[src/hdl/spo_modu.sv]
// Bit-serial 32-bit by 17-bit remainder unit.
`default_nettype none
module spo_modu (
  input  wire logic        clk_i,
  input  wire logic        rst_ni,
  input  wire logic        start_i,
  input  wire logic [31:0] num_i,
  input  wire logic [16:0] den_i,
  output logic             done_o,
  output logic [16:0]      rem_o
);
  logic [31:0] num_q, num_d;
  logic [16:0] rem_q, rem_d;
  logic [5:0]  cnt_q, cnt_d;
  logic        busy_q, busy_d;
  logic        done_q;
  logic [17:0] trial;

  always_comb begin
    num_d  = num_q;
    rem_d  = rem_q;
    cnt_d  = cnt_q;
    busy_d = busy_q;
    trial  = {rem_q, num_q[31]};
    if (start_i) begin
      num_d  = num_i;
      rem_d  = '0;
      cnt_d  = 6'd32;
      busy_d = 1'b1;
    end else if (busy_q) begin
      // one quotient bit per cycle, restoring
      num_d = {num_q[30:0], 1'b0};
      rem_d = (trial >= {1'b0, den_i}) ? 17'(trial - {1'b0, den_i}) : trial[16:0];
      cnt_d = cnt_q - 6'd1;
      if (cnt_q == 6'd1) begin
        busy_d = 1'b0;
      end
    end
  end

  always_ff @(posedge clk_i or negedge rst_ni) begin
    if (!rst_ni) begin
      busy_q <= 1'b0;
      cnt_q  <= '0;
      done_q <= 1'b0;
    end else begin
      busy_q <= busy_d;
      cnt_q  <= cnt_d;
      done_q <= busy_q && !busy_d;
    end
  end

  always_ff @(posedge clk_i) begin
    num_q <= num_d;
    rem_q <= rem_d;
  end

  // done is high the cycle after the last step, when rem_o is final
  assign done_o = done_q;
  assign rem_o  = rem_q;
endmodule
`default_nettype wire

[config.mk]
export PLATFORM = sky130hd
export DESIGN_NAME = spo_modu
export DESIGN_NICKNAME = d
export VERILOG_FILES = /design/src/hdl/spo_modu.sv
export SDC_FILE = /design/constraint.sdc
export NUM_CORES = 1
export LEC_CHECK = 0
export BUFFER_PORTS_ARGS = -buffer_cell sky130_fd_sc_hd__buf_2
export CORE_MARGIN = 8
export CORE_UTILIZATION = 50
export CTS_BUF_LIST = sky130_fd_sc_hd__clkbuf_4 sky130_fd_sc_hd__clkbuf_8
export DETAILED_ROUTE_END_ITERATION = 8
export GPL_TIMING_DRIVEN = 0
export PLACE_DENSITY_LB_ADDON = 0.1
export REMOVE_ABC_BUFFERS = 1
export SETUP_SLACK_MARGIN = 0.2
export SYNTH_ARGS = -nofsm -noshare
export SYNTH_HDL_FRONTEND = slang
export SYNTH_SLANG_ARGS = --single-unit
[constraint.sdc]
create_clock -name clk_i -period 2.88 [get_ports clk_i]
set_clock_uncertainty 0.15 [all_clocks]
set_input_delay 0.144 -clock clk_i [delete_from_list [all_inputs] [get_ports clk_i]]
set_output_delay 0.144 -clock clk_i [all_outputs]
set_load 0.005 [all_outputs]
==> results of run 1 <==
## sequential cells by signal, indices dropped and copies added (netlist names)
register	count
num_q	32
rem_o	17
cnt_q	6
busy_q	1
done_o	1
## cell type report
class	instances	area, sq um	area share, %
multi-input cells	228	1800	39.3
flip-flops and latches	57	1500	32.7
repair buffers	118	848	18.5
clock buffers	9	124	2.70
clock inverters	7	104	2.26
well taps	80	100	2.18
inverters	25	97.6	2.13
repair inverters	1	7.51	0.164
## layer usage
layer	track usage, %	vias to the layer above
met5	0	-
met4	5.55	0
met3	5.33	12
met2	28.0	73
met1	20.3	1336
li1	-	1431
## cell families after synthesis
group                      Yosys count
adders and majority gates           20
and+or+nand+nor                     79
muxes                               43
xor gates and xnor gates            15
buffers and inverters               39
AOI/OAI and AO/OA                   70
DFF                                 57
## through the flow
step,power (mW),area (sq um),setup WS (ns)
6_report,4.09,4590,0.0347
2_1_floorplan,2.33,3330,-0.00703
4_1_cts,4.03,4550,0.0420
5_1_grt,4.34,4590,-0.0837
3_5_place_dp,2.74,3780,-0.459
3_3_place_gp,2.71,3780,-0.425
## critical path, cell delays in order (launching register included)
cell,delay (ns)
edfxtp_1,0.40
inv_1,0.08
ha_2,0.18
inv_2,0.04
fa_2,0.33
a21o_1,0.20
a221o_1,0.36
a21o_4,0.24
a31oi_4,0.22
buf_12,0.14
buf_16,0.10
mux2i_1,0.17
a211oi_1,0.08
## how the worst min path moves through the flow
stage	slack, ns	endpoint
final	0.03	cnt_q[4]
after floorplan	-0.30	busy_q
after CTS	0.02	cnt_q[4]
after detailed placement	-0.15	cnt_q[4]
after global placement	-0.15	cnt_q[4]
after global routing	0.03	cnt_q[4]
## cell usage after synthesis (5+ instances only)
library cell / number
dfxtp_1: 17
inv_1: 25
a21oi_1: 19
ha_1: 19
xnor2_1: 10
clkbuf_1: 11
nand2_1: 16
dfrtp_1: 8
nor2_1: 27
o21ai_0: 14
xor2_1: 5
a211oi_1: 9
edfxtp_1: 32
mux2i_1: 11
mux2_2: 32
nand2b_1: 5
a21o_1: 5
## repair_timing
action / 4_1_cts / 5_1_grt
resized for setup: 18 / 6
pin swaps: 13 / 5
buffers inserted: 13 / 2
cloned: 3 / 0
hold endpoints to repair: 40 / 0
hold buffers: 33 / 0
endpoints found under the setup margin: 49 / 33
## power breakdown
part	internal, mW	switching, mW	total [mW]
clock	0.496	0.366	0.862
sequential	1.07	0.168	1.24
combinational	1.06	0.930	1.99
total	2.62	1.46	4.09
==> results_dict.tcl, run 1 <==
set metrics [dict create \
    cts_num_sinks 57 \
    vias_per_cell 5.43 \
    wl_met2_um 3940 \
    routed_wl_um 8210 \
    cts_max_level 3 \
    synth-simple-area-share_pct 11.8 \
    nNetsFinal 512 \
    portBuffers 69 \
    synth.avg_cell_area_sq_um 10.5 \
    cp-start-kind "flip-flop" \
    track_usage_pct 17.0 \
    synthXorXnorAreaFrac_pct 3.87 \
    die_h_um 98.4 \
    grt_max_degree 53 \
    syn_area_sq_mm 0.00339 \
    first_iter_violations 104 \
    dr.pass1.iters 4 \
    rsz0062_at_grt "true" \
    place_congestion 0.806 \
    fmaxAchievable_ghz 0.351 \
    yosysUniqueCellTypes 50 \
    slew_violations 0 \
    timing.setup.tns_ns 0 \
    grt_pass1_wl_um 13500 \
    drc 0 \
    irDropWorstVdd_mv 0.429 \
    slew_headroom_pct 28.8 \
    synth-warning-count 0 \
    insertion_delay_ns 0.33 \
    ys_ff_latch 57 \
    syn_to_final_growth_pct 35.1 \
    cts_tree "done" \
    place_inst 458 \
    routed-via-count 2852 \
    synth_area_leaders "edfxtp_1 (28%), mux2_2 (11%), dfxtp_1 (10%), ha_1 (7.0%), dfrtp_1 (5.9%)" \
    r2r_start "num_q[31]" \
    layout_common_cells "buf_2 (69), dlygate4sd3_1 (33), mux2_2 (32), edfxtp_1 (32), nor2_1 (26)" \
    instances_no_fill 525 \
    clkTransAtPathRegs_ns 0.07 \
    ios 70 \
    synth_top_cell_by_area "edfxtp_1" \
    drive_gt1_share_pct 34.4 \
    tightest_slew_ns 1.07 \
    die_x_um 98.4 \
    maxCapViolCount 0 \
    wire_per_inst_um 15.6 \
    synth_top_area_share_pct 28.3 \
    path_max_fanout 4 \
    synth-edff-count 32 \
    finalCritPeriodShare_pct 98.8 \
    critPathRequiredTime_ns 2.90 \
    fill_cells 543 \
    antenna_cells 0 \
    finalCriticalPeriod_ns 2.85 \
    synth_mux_area_share_pct 13.9 \
    die_area_sq_mm 0.00968 \
    holdWs_ns 0.0284 \
    critical_path_class "reg -> reg" \
    synth_compound_area_share_pct 14.0 \
    reg2reg_slack_ns 0.03 \
    m1WireLength_um 3640 \
    final_common_cell "buf_2" \
    start_util_pct 50.8 \
    synthAdderAreaFrac_pct 7.59 \
    power_density_mw_per_mm2 891 \
    core_area_sq_mm 0.00668 \
    finalSetupViolCount 0 \
    syn_inst 323 \
    clk_path_buf_depth 2 \
    cts_buffers 9 \
    gr-total-overflow 0 \
    finish.utilization_pct 68.7 \
    grt_pass1_vias 2889 \
    dp_hpwl_um 5320 \
    ys_async_sr_fraction_pct 14.0 \
    min_path_type "in -> async" \
    cts_root_buf "clkbuf_8" \
    seq_area_frac_synth_pct 44.2 \
    reg2reg_depth 12 \
    cp.arrival_ns 2.86 \
    hold_viol_final 0 \
    p_leak_nw 2.12 \
    top_layer "met4" \
    antenna_found_initial 0 \
    rows 30 \
    outcome "completed" \
    ant_nets 0 \
    wl_met3_um 520 \
    r2r_end "rem_o[3]" \
    cp-startpoint "num_q[31]" \
    synth_flop_cell "edfxtp_1" \
    crit_end "rem_o[3]" \
    crit_path_end_kind "flip-flop" \
    synth_top_family_by_area "compound AO/OA/AOI/OAI gates" \
]
Note: power is estimated with default switching activity, not from simulation.
==> inputs of run 2 (changes only) <==
--- a/config.mk
+++ b/config.mk
@@ -5,12 +5,13 @@
 export SDC_FILE = /design/constraint.sdc
 export NUM_CORES = 1
 export LEC_CHECK = 0
-export BUFFER_PORTS_ARGS = -buffer_cell sky130_fd_sc_hd__buf_2
 export CORE_MARGIN = 8
 export CORE_UTILIZATION = 50
 export CTS_BUF_LIST = sky130_fd_sc_hd__clkbuf_4 sky130_fd_sc_hd__clkbuf_8
 export DETAILED_ROUTE_END_ITERATION = 8
+export DONT_BUFFER_PORTS = 1
 export GPL_TIMING_DRIVEN = 0
+export MAX_ROUTING_LAYER = met4
 export PLACE_DENSITY_LB_ADDON = 0.1
 export REMOVE_ABC_BUFFERS = 1
 export SETUP_SLACK_MARGIN = 0.2
==> run 2 against run 1 <==
Net effect:
- non-clock buffer count is 71 lower
- via count is 9.7% lower
- clock power is 24% lower
- register-to-register slack better by 0.03 ns
- count of clock-buffer cells in the layout stayed put
- critical path depth is 1 lower
- global-route usage is 0.28 points higher
- first-iteration DRC count is 9.6% higher
- highest routed layer unchanged
==> results_dict.tcl, run 2 (same netlist as run 1, synthesis figures left out) <==
set metrics [dict create \
    switching_share_pct 38.1 \
    p_int_mw 2.25 \
    reg2reg_slack_ns 0.06 \
    r2r_start "num_q[31]" \
    first_iter_violations 114 \
    grt_pass1_wl_um 13100 \
    finish.utilization_pct 62.2 \
    cp.arrival_ns 2.85 \
    switchingPower_mw 1.38 \
    cts_buffers 9 \
    layout_common_cells "dlygate4sd3_1 (34), mux2_2 (32), edfxtp_1 (32), nor2_1 (26), inv_1 (23)" \
    hold_viol_final 0 \
    wire_per_inst_um 17.3 \
    die_area_sq_mm 0.00968 \
    routed-via-count 2576 \
    antenna_cells 0 \
    nNetsFinal 441 \
    place_congestion 0.805 \
    antenna_found_initial 0 \
    syn_to_final_growth_pct 22.5 \
    power_mw 3.63 \
    die_h_um 98.4 \
    cts_tree "done" \
    fmaxAchievable_ghz 0.355 \
    start_util_pct 50.8 \
    path_max_fanout 6 \
    dr.pass1.iters 4 \
    clkTransAtPathRegs_ns 0.07 \
    dp_hpwl_um 5070 \
    finalWorstSetupSlack_ns 0.0609 \
    seqPwrFrac_pct 35.2 \
    r2r_end "rem_o[3]" \
    finalSetupViolCount 0 \
    drive_gt1_share_pct 20.6 \
    finalCriticalPeriod_ns 2.82 \
    clkPwrFrac_pct 18.1 \
    critical_path_class "reg -> reg" \
    multi_input_area_sq_mm 0.00180 \
    rsz0062_at_grt "true" \
    p_leak_nw 1.78 \
    largest_register_ffs 32 \
    power_frac_comb_pct 46.7 \
    clk_path_buf_depth 2 \
    critPathRequiredTime_ns 2.91 \
    holdWs_ns 0.00477 \
    routed_wl_um 7840 \
    ios 70 \
    slew_headroom_pct 38.7 \
    crit_path_end_kind "flip-flop" \
    final_common_cell "dlygate4sd3_1" \
    rows 30 \
    final-seq-area_sq_mm 0.00150 \
    cts_max_level 3 \
    min_path_type "in -> async" \
    track_usage_pct 17.2 \
    tightest_slew_ns 0.919 \
    finalCritPeriodShare_pct 97.9 \
    gr-total-overflow 0 \
    insertion_delay_ns 0.34 \
    cp-start-kind "flip-flop" \
    vias_per_cell 5.67 \
    cts_num_sinks 57 \
    ant_nets 0 \
    grt_max_degree 53 \
    power_density_mw_per_mm2 872 \
    grt_pass1_vias 2691 \
    preCtsSetupSlack_ns -0.441 \
    regMostFlops "num_q" \
    die_x_um 98.4 \
    core_area_sq_mm 0.00668 \
    fill_cells 564 \
    irDropWorstVdd_mv 0.333 \
    drc 0 \
    slew_violations 0 \
    cts_root_buf "clkbuf_8" \
    portBuffers 0 \
    maxCapViolCount 0 \
    reg2reg_depth 11 \
    outcome "completed" \
]
run 2: cell types whose count changed in the layout (fill, tap and decap cells not counted), sizes merged:
cell | previous run | this run
bufinv | 2 | 0
clkinvlp | 4 | 5
clkinv | 2 | 3
dlygate4sd3 | 33 | 34
buf | 85 | 13
run 2: final cells by class:
| class | instances | area share, % |
|---|---|---|
| Clock buffer | 9 | 2.98 |
| Inverter | 25 | 2.35 |
| Tap cell | 80 | 2.41 |
| Multi-Input combinational cell | 228 | 43.3 |
| Timing Repair inverter | 1 | 0.181 |
| Timing Repair Buffer | 47 | 11.6 |
| Sequential cell | 57 | 36.1 |
| Clock inverter | 7 | 1.08 |
run 2: routing by layer:
| layer | routed length [um] | part of all wire, % | GRT usage, % | vias to the layer above |
|---|---|---|---|---|
| met4 | 124 | 1.6 | 7.20 | 0 |
| met2 | 3780 | 48 | 26.7 | 60 |
| li1 | - | - | - | 1281 |
| met1 | 3460 | 44 | 20.4 | 1222 |
| met3 | 475 | 6.1 | 5.19 | 13 |
| met5 | 0 | 0 | - | - |
run 2: how the worst max path moves through the flow:
stage	from	end	slack, ns	cells after the start
finish	num_q[31]	rem_o[3]	0.06	11
global route	num_q[31]	rem_o[3]	-0.02	11
floorplan	num_q[31]	rem_o[10]	-0.007	10
global placement	num_q[31]	rem_o[4]	-0.44	10
CTS	num_q[31]	rem_o[4]	0.10	11
detailed placement	num_q[31]	rem_o[4]	-0.44	10
run 2: power groups by stage:
stage / Clock (mW) / Combinational (mW) / Sequential (mW)
5_1_grt: 0.714 / 1.87 / 1.31
3_5_place_dp: 0 / 1.31 / 1.29
2_1_floorplan: 0 / 1.10 / 1.22
3_3_place_gp: 0 / 1.31 / 1.29
4_1_cts: 0.678 / 1.60 / 1.28
6_report: 0.657 / 1.69 / 1.28
run 2: worst max-delay path, stage by stage (launching register included):
cell,delay [ns]
edfxtp_1,0.39
inv_1,0.07
ha_2,0.18
inv_2,0.04
fa_2,0.33
a21o_1,0.18
a221o_1,0.35
a21o_4,0.26
a31oi_4,0.23
buf_6,0.17
mux2i_1,0.21
a211oi_1,0.10
run 2: through the flow:
stage               setup TNS (ns)  instance area, sq um  std cells
floorplan                  -0.0563                  3330        309
detailed placement           -7.53                  3430        389
global placement             -6.43                  3430        389
CTS                              0                  4100        451
finish                           0                  4160        454
global route               -0.0300                  4160        454
run 2: what timing repair did:
item	4_1_cts	5_1_grt
hold buffers	35	0
resized for setup	12	10
gates cloned	2	0
endpoints found under the setup margin	49	27
pin swaps	8	14
setup buffers	9	3
hold endpoints to repair	62	0
==> inputs of run 3 (changes only) <==
--- a/config.mk
+++ b/config.mk
@@ -6,7 +6,7 @@
 export NUM_CORES = 1
 export LEC_CHECK = 0
 export CORE_MARGIN = 8
-export CORE_UTILIZATION = 50
+export CORE_UTILIZATION = 60
 export CTS_BUF_LIST = sky130_fd_sc_hd__clkbuf_4 sky130_fd_sc_hd__clkbuf_8
 export DETAILED_ROUTE_END_ITERATION = 8
 export DONT_BUFFER_PORTS = 1
==> run 3 against run 2 <==
Net effect:
- utilization grew 14 points
- cell count down 2.2%
- final area is 0.87% higher
- global-route usage grew 2.8 points
- critical endpoint is now rem_o[14]
- count of clock-buffer cells in the layout grew 3
- fmax up 0.81%
- clock power is 21% higher
- combinational power increased by 2%
- flip-flop and latch count is the same
- non-clock buffer count shrank 3
==> results_dict.tcl, run 3 (same netlist as run 1, synthesis figures left out) <==
set metrics [dict create \
    power_density_mw_per_mm2 906 \
    irDropWorstVdd_mv 0.577 \
    hold_viol_final 0 \
    reg2reg_slack_ns 0.08 \
    clkTransAtPathRegs_ns 0.07 \
    dr.pass1.iters 4 \
    antenna_found_initial 0 \
    cp.arrival_ns 2.90 \
    instances_no_fill 444 \
    routed_wl_um 8380 \
    start_util_pct 62.0 \
    cpPeakStageDelay_ns 0.40 \
    fin_area_sq_mm 0.00420 \
    crit_path_end_kind "flip-flop" \
    maxCapViolCount 0 \
    min_path_type "in -> async" \
    first_iter_violations 190 \
    regMostFlops "num_q" \
    preCtsSetupSlack_ns -0.420 \
    place_area_sq_mm 0.00342 \
    path_max_fanout 5 \
    slew_headroom_pct 40.3 \
    insertion_delay_ns 0.33 \
    slew_violations 0 \
    antenna_cells 0 \
    routed-via-count 2697 \
    grt_max_degree 53 \
    critPathRequiredTime_ns 2.98 \
    portBuffers 0 \
    drive_gt1_share_pct 21.0 \
    outcome "completed" \
    crit_chain "inv_1 > ha_2 > inv_2 > fa_2 > a21o_1 > a221o_1 > a21o_4 > buf_12 > a31oi_2 > a32oi_1 > o21ai_0" \
    die_area_sq_mm 0.00832 \
    rsz0062_at_grt "true" \
    critical_path_class "reg -> reg" \
    grt_pass1_vias 2650 \
    power_mw 3.80 \
    clk_path_buf_depth 2 \
    finalWorstSetupSlack_ns 0.0837 \
    die_x_um 91.2 \
    cts_buffers 9 \
    p_leak_nw 1.80 \
    place_inst 381 \
    finish.utilization_pct 76.7 \
    holdWs_ns 0.0214 \
    place_congestion 0.860 \
    fmaxAchievable_ghz 0.358 \
    cts_num_sinks 57 \
    timing.setup.tns_ns 0 \
    finalSetupViolCount 0 \
    track_usage_pct 20.0 \
    tightest_slew_ns 0.895 \
    finalCriticalPeriod_ns 2.80 \
    gr-total-overflow 0 \
    core_area_sq_mm 0.00547 \
    drc 0 \
    dp_hpwl_um 5050 \
    ant_nets 0 \
    largest_register_ffs 32 \
    vias_per_cell 6.07 \
    rows 27 \
    final_common_cell "dlygate4sd3_1" \
    finalCritPeriodShare_pct 97.1 \
    die_h_um 91.2 \
    cts_tree "done" \
    cp-start-kind "flip-flop" \
    nNetsFinal 439 \
    wire_per_inst_um 18.9 \
    cts_max_level 3 \
    cts_root_buf "clkbuf_8" \
    syn_to_final_growth_pct 23.6 \
    ios 70 \
    slowest_stage "edfxtp_1" \
    grt_pass1_wl_um 12900 \
    layout_common_cells "dlygate4sd3_1 (34), mux2_2 (32), edfxtp_1 (32), nor2_1 (26), inv_1 (23)" \
]
[run 3: routing by layer]
layer | share of wire (%) | vias up | track usage (%)
met2 | 51 | 111 | 33.6
met1 | 42 | 1292 | 22.2
li1 | - | 1279 | -
met3 | 5.8 | 15 | 5.68
met5 | 0 | - | -
met4 | 1.4 | 0 | 7.23
[run 3: worst paths after layout]
| check | startpoint | end | cells after the start |
|---|---|---|---|
| max | num_q[31] | rem_o[14] | 11 |
| min | rst_ni | cnt_q[5] | 1 |
| max reg2reg | num_q[31] | rem_o[14] | 11 |
| min reg2reg | cnt_q[4] | done_o | 1 |
| max in group asynchronous | rst_ni | cnt_q[3] | 1 |
| min in group clk_i | den_i[0] | rem_o[0] | 3 |
[run 3: area by class of cell]
type / instances / area [sq um]
Fill cell: 396 / 1280
Timing Repair Buffer: 44 / 464
Timing Repair inverter: 1 / 7.51
Inverter: 25 / 97.6
Tap cell: 72 / 90.1
Clock buffer: 12 / 159
Sequential cell: 57 / 1500
Clock inverter: 4 / 51.3
Multi-Input combinational cell: 229 / 1820
[run 3: what timing repair did]
item,in CTS,in global routing
setup endpoints to repair,49,17
hold endpoints to repair,62,0
resized for setup,10,11
pin swaps,5,8
setup buffers,6,3
hold buffers,35,0
gates cloned,2,1
[run 3: worst max-delay path: cells and delay by family (launching register included)]
kind,cells,cell delay [ns]
flip-flops,1,0.40
buffers and inverters,3,0.25
adder cells (fa/ha/maj),2,0.52
AO/OA/AOI/OAI,6,1.40
[run 3: where the power goes]
part / internal (mW) / total (mW) / switching, mW
logic: 0.848 / 1.73 / 0.877
registers: 1.07 / 1.28 / 0.207
clock network: 0.457 / 0.798 / 0.341
